## src/oets_pkg.sv

```systemverilog
// Shared types and constants for the odd-even transposition sorter.
package oets_pkg;

    localparam int DATA_W       = 32;
    localparam int CAPACITY_DEF = 16;

    typedef struct packed {
        logic signed [DATA_W-1:0] value;
        logic                     last;
    } t_in_item;

    typedef struct packed {
        logic signed [DATA_W-1:0] sorted_value;
        logic                     final_res;
        logic                     overflow;
    } t_out_item;

    typedef enum logic [1:0] {
        ST_LOAD,
        ST_SORT,
        ST_EMIT
    } t_state;

    typedef enum logic [1:0] {
        OP_HOLD,
        OP_LOAD,
        OP_SORT,
        OP_SHIFT
    } t_cell_op;

    typedef struct packed {
        t_cell_op op;
        logic     sel;        // this cell takes the loaded value
        logic     is_lower;   // lower member of its pair in this phase
        logic     has_left;   // pair with left neighbor lies inside the set
        logic     has_right;  // pair with right neighbor lies inside the set
    } t_cell_ctl;

endpackage

```

## src/oets_cell.sv

```systemverilog
// One sorter cell: holds one element, compare-exchanges with a neighbor, shifts left.
module oets_cell
    import oets_pkg::*;
(
    input  logic                     i_clk,
    input  t_cell_ctl                i_ctl,
    input  logic signed [DATA_W-1:0] i_load,
    input  logic signed [DATA_W-1:0] i_left,
    input  logic signed [DATA_W-1:0] i_right,
    output logic signed [DATA_W-1:0] o_value
);

    logic signed [DATA_W-1:0] r_value;
    logic signed [DATA_W-1:0] n_value;

    always_comb begin
        n_value = r_value;
        unique case (i_ctl.op)
            OP_LOAD: begin
                if (i_ctl.sel) begin
                    n_value = i_load;
                end
            end
            OP_SORT: begin
                if (i_ctl.is_lower) begin
                    // keep the smaller of self and right partner
                    if (i_ctl.has_right && (r_value > i_right)) begin
                        n_value = i_right;
                    end
                end else begin
                    // keep the larger of left partner and self
                    if (i_ctl.has_left && (i_left > r_value)) begin
                        n_value = i_left;
                    end
                end
            end
            OP_SHIFT: n_value = i_right;
            OP_HOLD:  n_value = r_value;
            default:  n_value = r_value;
        endcase
    end

    always_ff @(posedge i_clk) begin
        r_value <= n_value;
    end

    assign o_value = r_value;

endmodule

```

## src/odd_even_transposition_sorter.sv

```systemverilog
// Top level of the odd-even transposition sorter: control and the chain of cells.
//
// Input channel: i_valid / o_stall carry one element per item (i_item.value),
// i_item.last closes the set. Output channel: o_valid / i_stall carry the
// sorted elements, ascending, final_res on the last one, overflow on every
// item of a set that lost elements beyond CAPACITY.
// An item is taken at a clock edge where valid is high and stall is low.
// Sequence: elements load one by one into the cell row; after the closing
// item, the row runs N phases for N held elements, all pairs of a phase
// compared at once by the cell row; then the elements leave one by one
// through the output register, shifting the row toward cell 0. Input is
// stalled during sorting and emitting; the next set loads while the last
// result still waits in the output register.
// A stalled receiver freezes the shift chain; nothing is lost.
// Reset (synchronous, active low) empties the set and the output register;
// cell contents are undefined until loaded.
module odd_even_transposition_sorter
    import oets_pkg::*;
#(
    parameter int CAPACITY = CAPACITY_DEF
) (
    input  logic      i_clk,
    input  logic      i_rst_n,
    input  logic      i_valid,
    output logic      o_stall,
    input  t_in_item  i_item,
    output logic      o_valid,
    input  logic      i_stall,
    output t_out_item o_item
);

    localparam int CW = $clog2(CAPACITY + 1);

    t_state         r_state, n_state;
    logic [CW-1:0]  r_count, n_count;     // held elements, then remaining to emit
    logic [CW-1:0]  r_phase, n_phase;
    logic           r_dropped, n_dropped;
    logic           r_out_valid, n_out_valid;
    t_out_item      r_out;

    t_cell_op       cell_op;
    logic           out_load;
    logic           in_take;
    logic           full;

    logic signed [DATA_W-1:0] cell_val [CAPACITY];
    t_cell_ctl                cell_ctl [CAPACITY];

    assign full    = (r_count == CW'(CAPACITY));
    assign in_take = i_valid && !o_stall;

    // next state
    always_comb begin
        n_state = r_state;
        unique case (r_state)
            ST_LOAD: begin
                if (in_take && i_item.last) begin
                    n_state = ST_SORT;
                end
            end
            ST_SORT: begin
                if (r_phase + CW'(1) >= r_count) begin
                    n_state = ST_EMIT;
                end
            end
            ST_EMIT: begin
                if (out_load && r_count == CW'(1)) begin
                    n_state = ST_LOAD;
                end
            end
            default: n_state = ST_LOAD;
        endcase
    end

    // outputs of the controller
    always_comb begin
        o_stall  = 1'b1;
        cell_op  = OP_HOLD;
        out_load = 1'b0;
        unique case (r_state)
            ST_LOAD: begin
                o_stall = 1'b0;
                // input is never stalled here, so valid alone means taken
                cell_op = i_valid ? OP_LOAD : OP_HOLD;
            end
            ST_SORT: begin
                cell_op = OP_SORT;
            end
            ST_EMIT: begin
                out_load = !r_out_valid || !i_stall;
                cell_op  = out_load ? OP_SHIFT : OP_HOLD;
            end
            default: begin
                cell_op = OP_HOLD;
            end
        endcase
    end

    // datapath counters and flags
    always_comb begin
        n_count     = r_count;
        n_phase     = r_phase;
        n_dropped   = r_dropped;
        n_out_valid = r_out_valid;
        if (r_out_valid && !i_stall) begin
            n_out_valid = 1'b0;
        end
        unique case (r_state)
            ST_LOAD: begin
                n_phase = '0;
                if (in_take) begin
                    if (full) begin
                        n_dropped = 1'b1;
                    end else begin
                        n_count = r_count + CW'(1);
                    end
                end
            end
            ST_SORT: begin
                n_phase = r_phase + CW'(1);
            end
            ST_EMIT: begin
                if (out_load) begin
                    n_out_valid = 1'b1;
                    n_count     = r_count - CW'(1);
                    if (r_count == CW'(1)) begin
                        n_dropped = 1'b0;
                    end
                end
            end
            default: begin
                n_count = r_count;
            end
        endcase
    end

    always_ff @(posedge i_clk) begin
        if (!i_rst_n) begin
            r_state     <= ST_LOAD;
            r_count     <= '0;
            r_phase     <= '0;
            r_dropped   <= 1'b0;
            r_out_valid <= 1'b0;
        end else begin
            r_state     <= n_state;
            r_count     <= n_count;
            r_phase     <= n_phase;
            r_dropped   <= n_dropped;
            r_out_valid <= n_out_valid;
        end
    end

    // output register, fed from the head of the chain
    always_ff @(posedge i_clk) begin
        if (out_load) begin
            r_out.sorted_value <= cell_val[0];
            r_out.final_res    <= (r_count == CW'(1));
            r_out.overflow     <= r_dropped;
        end
    end

    assign o_valid = r_out_valid;
    assign o_item  = r_out;

    // row of cells
    for (genvar gi = 0; gi < CAPACITY; gi++) begin : g_cell
        logic signed [DATA_W-1:0] left_val;
        logic signed [DATA_W-1:0] right_val;

        // lower member of a pair when the cell's parity matches the phase parity
        always_comb begin
            cell_ctl[gi].op        = cell_op;
            cell_ctl[gi].sel       = (r_count == CW'(gi));
            cell_ctl[gi].is_lower  = ((gi % 2) == 1) == r_phase[0];
            cell_ctl[gi].has_left  = (gi > 0) && (CW'(gi) < r_count);
            cell_ctl[gi].has_right = (CW'(gi + 1) < r_count);
        end

        if (gi == 0) begin : g_first
            assign left_val = cell_val[gi];
        end else begin : g_mid_l
            assign left_val = cell_val[gi-1];
        end

        if (gi == CAPACITY - 1) begin : g_last
            assign right_val = cell_val[gi];
        end else begin : g_mid_r
            assign right_val = cell_val[gi+1];
        end

        oets_cell u_cell (
            .i_clk   (i_clk),
            .i_ctl   (cell_ctl[gi]),
            .i_load  (i_item.value),
            .i_left  (left_val),
            .i_right (right_val),
            .o_value (cell_val[gi])
        );
    end

endmodule
```

## config.mk

```make
export PLATFORM = sky130hd
export DESIGN_NAME = odd_even_transposition_sorter
export DESIGN_NICKNAME = d
export VERILOG_FILES = /design/src/oets_pkg.sv /design/src/oets_cell.sv /design/src/odd_even_transposition_sorter.sv
export SDC_FILE = /design/constraint.sdc
export NUM_CORES = 2
export LEC_CHECK = 0
export BUFFER_PORTS_ARGS = -buffer_cell sky130_fd_sc_hd__buf_2
export CELL_PAD_IN_SITES_DETAIL_PLACEMENT = 1
export CELL_PAD_IN_SITES_GLOBAL_PLACEMENT = 1
export CORE_ASPECT_RATIO = 1.75
export CORE_MARGIN = 3
export CORE_UTILIZATION = 31
export DETAILED_ROUTE_END_ITERATION = 10
export HOLD_SLACK_MARGIN = 0.12
export PLACE_DENSITY = 0.53
export SETUP_SLACK_MARGIN = 0.15
export SLEW_MARGIN = 20
export SYNTH_ARGS = -nofsm -noshare
export SYNTH_HDL_FRONTEND = slang
export SYNTH_HIERARCHICAL = 1
export SYNTH_SLANG_ARGS = --single-unit
```

## constraint.sdc

```tcl
create_clock -name i_clk -period 14.4 [get_ports i_clk]
set_clock_uncertainty 0.15 [all_clocks]
set_input_delay 4.32 -clock i_clk [delete_from_list [all_inputs] [get_ports i_clk]]
set_output_delay 4.32 -clock i_clk [all_outputs]
set_load 0.01 [all_outputs]
```

Word level (Yosys, flattened, before mapping):

Index checks and enable logic that the tools add are counted.

* register bits after elaboration: 560
* input bits: 37
* output and inout port bits: 36
* logic and storage cells: 270

* add/sub/neg operators: 3
* order comparisons: 31
* eq/ne operators: 63
* muxes and demuxes: 100
* bitwise operators: 2
* reductions and logical operators: 47

Operators by type and width (count)
* 32-bit two-way mux: 62
* 32-bit case mux with 3 select lines: 15
* 32-bit > comparator: 15
* 4-bit AND reduction: 17
* 32-bit case mux with 2 select lines: 1
* 2-bit inequality test (second input constant): 24
* 3-bit by 2-bit inequality test with 1-bit output (second input constant): 15
* 5-bit by 4-bit equality test with 1-bit output (second input constant): 8
* 4-bit by 5-bit less-than comparator with 1-bit output (first input constant): 8
* 5-bit by 3-bit equality test with 1-bit output (second input constant): 4
* 3-bit by 5-bit less-than comparator with 1-bit output (first input constant): 4
* 5-bit case mux with 2 select lines: 2
* 1-bit logical AND: 19
* 5-bit two-way mux: 3
* 2-bit case mux with 3 select lines: 2
* 5-bit by 1-bit adder with 5-bit output (second input constant): 2
* 5-bit by 2-bit equality test with 1-bit output (second input constant): 2
* 2-bit by 5-bit less-than comparator with 1-bit output (first input constant): 2
* 1-bit two-way mux: 10
* 2-bit two-way mux: 4
* 2-bit equality test (second input constant): 3
* 2-bit by 1-bit inequality test with 1-bit output (second input constant): 3
* 5-bit by 1-bit equality test with 1-bit output (second input constant): 1
* 5-bit equality test (second input constant): 1
* 14 further kinds: 19

Depth between registers and ports, before layout:

* depth after elaboration: 8
* mapped depth: 10
* gate-level depth less buffers: 9

Cells and area by module:

The synthesis kept the hierarchy.

Modules (own cells, without submodules)
* oets_cell at g_cell[0].u_cell ...: times used 15, cells each 373, area an instance 3296.9 um2, sequential area each 960.9 um2
* oets_cell at g_cell[9].u_cell: times used 1, cells each 370, area an instance 3254.4 um2, sequential area each 960.9 um2
* odd_even_transposition_sorter: times used 1, cells each 192, area an instance 2173.3 um2, sequential area each 1301.2 um2

Least setup slack after synthesis:

No wires, ideal clock.

* path kind: input-to-reg
* start point: input i_stall
* end point: register g_cell[13].u_cell.r_value[0], enable pin
* library setup time: 398 ps
* arrival time: 8651 ps
* required time: 13852 ps
* slack: 5201 ps
* stages: 5
* buffers on the path: 1
* cell sequence: a21oi_1 -> nand2b_1 -> clkbuf_1 -> nand4b_1 -> o211ai_2

RTL lines
* from (decl): line odd_even_transposition_sorter.sv:28 `input logic i_stall,`
* to (signal assigned): line oets_cell.sv:44 `r_value <= n_value;`
* to (decl): line oets_cell.sv:13 `logic signed [DATA_W-1:0] r_value;`

==> summary.md <==
| Metric | Value |
|---|---|
| Status | completed |
| Die Span X | 324 um |
| Setup repair bufs after CTS | 0 |
| Layout cells sized above 1 | 6.43% |
| Post-Place Setup Slack | 5.83 ns |
| NetSw | 2.22 mW |
| Gr usage total | 20.9% |
| Final Hold Vio Count | 0 |
| Hold Slack | 0.307 ns |
| Measured slew at the worst slew-check pin | 1.09 ns |
| Seq pwr share | 37.8% |
| CP max stage delay | 0.76 ns |
| Slew margin rel. | 27.2% |
| Setup ws final | 6.59 ns |
| Largest net degree at the start of global routing | 227 |
| CP max-delay cell | nand2b_4 |
| Switching share of power | 36.7% |
| Main flop type after synthesis | edfxtp_1 |
| Initial drt markers | 1680 |
| CTS max path bufs | 3 |
| Vias after detailed routing | 45240 |
| IO buf count | 72 |
| Post-CTS sizing | 0 |
| # rows | 203 |
| CTS tree | yes |
| CTS clk-pin slew, worst paths | 0.06 ns |
| Die Ht | 563 um |
| Residual DRC | 0 |
| Worst setup SP type | input pin |
| Internal power | 3.81 mW |
| Mapped Area | 54900 um2 |
| Post-synthesis sequential area ratio | 30.4% |
| Drt wl/cell | 22.5 um |
| Synth warn | 6 |
| Data required time of the worst path | 14.58 ns |
| GR Util met3 | 1.66% |
| Final setup TNS | 0 ns |
| CTS Hold Bufs | 0 |
| Setup Viol. Count Final | 0 |
| CP cell instances | buf_2 > a21oi_4 > buf_4 > nand2b_4 > buf_12 > nand3_1 > a21oi_1 > nand2_1 > mux2_4 > o211ai_4 > buf_4 |
| Tcrit/Tclk final | 54.2% |
| Die ar. | 182000 um2 |
| First-pass GRT wire length | 290 mm |
| Post-route ant nets | 0 |
| Gpl congestion | 0.817 |
| CP most frequent cell | buf_4 |
| H-tree depth | 3 |
| GR peak layer | met2 |
| Synth-to-layout area growth | 10.1% |
| EDFF count, synth | 546 |
| Worst vdd ir | 0.0775 mV |
| Clock Root Buffer | clkbuf_16 |
| Max Clk Rate | 128 MHz |
| Total CTS buffers | 70 |
| Sink Count | 560 |
| Commonest cells after routing, fill and taps aside | inv_1 (1078), ha_1 (1035), a21oi_1 (940) |
| Synth unique cells | 63 |
| Data arrival, critical path | 7.99 ns |
| RSZ-0062 raised after global routing | no |
| Grt ovf | 0 |
| HPWL Detailed | 152 mm |
| Initial antenna violation count | 10 |
| Starting density of the core | 31.3% |
| Finished Core Util | 34.5% |
| Vias in the first global route | 48828 |
| Core area | 175000 um2 |
| Synth Area per Inst | 8.91 um2 |
| Crit path capture type | flip-flop |
| Mapped Nets | 7229 |
| Clk pwr share | 31.6% |
| Critical path class | input pin to flip-flop |
| Min cycle time layout | 7.81 ns |
| I/O Pins | 73 |
| Async set-reset flop share out of synthesis | 0% |
| Pwr dens | 99.7 nW/um2 |
| Lkg Pwr | 28.2 nW |
| Comb pwr share | 30.6% |
| Final Net Count | 7256 |
| Max Cap Viol | 0 |
| Mapped Cells | 6157 |
| Critical Path Fanout Max | 181 |
| Post-DR vias/cell | 5.32 |
| Count of final max-slew check failures | 0 |
| Post-synthesis register bit count | 560 |
| Commonest non-fill, non-tap cell in the layout | inv_1 |
| DR pass1 iterations | 5 |
| Met2 GRT Util | 43.2% |
| Routed WL | 192 mm |
| Global routing usage on met1 | 20.4% |
| Worst-Skew Late Latency | 0.67 ns |
| Hold Path Class | flip-flop to flip-flop |
[metrics by stage]
stage / instances / area [um2] / total power, mW
after global routing: 8498 / 60400 / 6.45
after floorplan: 6157 / 54900 / 3.49
final: 8498 / 60400 / 6.03
after detailed placement: 8367 / 58100 / 4.19
after global placement: 8367 / 58100 / 4.10
after CTS: 8494 / 60400 / 6.16
[final timing paths]
kind | from | end | slack [ns] | depth (start not counted)
worst max-delay path | i_stall | g_cell[3].u_cell/o_value[9] | 6.59 | 11
worst min-delay path | r_dropped | o_item[0] | 0.31 | 0
worst max register to register | r_state[1] | g_cell[3].u_cell/o_value[9] | 9.11 | 11
worst min register to register | r_dropped | o_item[0] | 0.31 | 0
[cells by family after synthesis]
kind of cell	share of synthesized area [%]
AO/OA/AOI/OAI	15.0
XOR/XNOR	0.319
adder cells (fa/ha/maj)	23.6
buffers and inverters	8.69
flip-flops	30.4
multiplexers	9.80
other	0.00683
AND/OR/NAND/NOR	12.2
[layer usage]
| metal | vias to the layer above | wire length, um |
|---|---|---|
| li1 | 22070 | - |
| met1 | 22476 | 68200 |
| met2 | 422 | 111000 |
| met3 | 272 | 3090 |
| met4 | 0 | 9730 |
| met5 | - | 0 |
[worst max-delay path: cells and delay by family]
| kind | cells | cell delay [ns] |
|---|---|---|
| and+or+nand+nor | 3 | 1.02 |
| buffers and inverters | 4 | 1.59 |
| muxes | 1 | 0.28 |
| AOI/OAI and AO/OA | 3 | 0.57 |
[registers in the layout, summed over array words and instances (netlist names)]
| name | flops |
|---|---|
| g_cell.u_cell/o_value | 512 |
| o_valid | 1 |
| r_count | 5 |
| o_item | 34 |
| r_state | 2 |
| r_phase | 5 |
| r_dropped | 1 |
[cell type report]
class,instances,area (um2)
clock buffers,86,1890
diodes,4,10.0
repair buffers,127,811
fillers,20395,115000
flip-flops and latches,560,16700
clock inverters,41,465
well taps,2255,2820
inverters,1081,4060
multi-input cells,4344,33700
[power by group through the flow]
stage | sequential [mW] | combinational [mW] | clock (mW)
after floorplan | 2.19 | 1.30 | 0
after global placement | 2.32 | 1.78 | 0
after detailed placement | 2.32 | 1.87 | 0
after CTS | 2.29 | 1.88 | 1.99
after global routing | 2.31 | 2.10 | 2.03
final | 2.28 | 1.85 | 1.91
[synth_stat cells (2+ instances only)]
library cell	number	area share, %
dfxtp_1	14	0.51
and4_2	15	0.27
nand3_1	91	0.83
buf_2	51	0.47
a22o_1	15	0.24
o31ai_1	2	0.027
inv_1	1079	7.4
nor3_1	22	0.20
and2_4	15	0.24
a221o_1	15	0.27
nor2_1	604	4.1
o211ai_2	15	0.34
nor4_1	36	0.41
ha_1	1035	24
o21ai_1	3	0.027
nand2b_1	3	0.034
a21boi_2	16	0.33
and4_1	16	0.26
a221oi_1	17	0.27
edfxtp_1	546	30
o21a_1	17	0.23
o21ai_2	15	0.24
a21oi_1	941	8.6
nand4_1	210	2.4
nor2b_1	20	0.23
a2111oi_0	31	0.49
a22oi_1	4	0.055
o211ai_1	34	0.47
a211oi_1	20	0.27
mux2_4	15	0.41
and3_1	6	0.068
nor4_2	31	0.71
o21ai_0	116	1.1
xor2_1	2	0.032
a21o_1	111	1.5
mux2i_1	515	9.4
or4_1	2	0.027
o221ai_2	15	0.41
nand2_1	252	1.7
clkbuf_1	120	0.82
xnor2_1	18	0.29
or4_4	15	0.31
nand4b_1	17	0.27
Note: power is estimated with default switching activity, not from simulation.
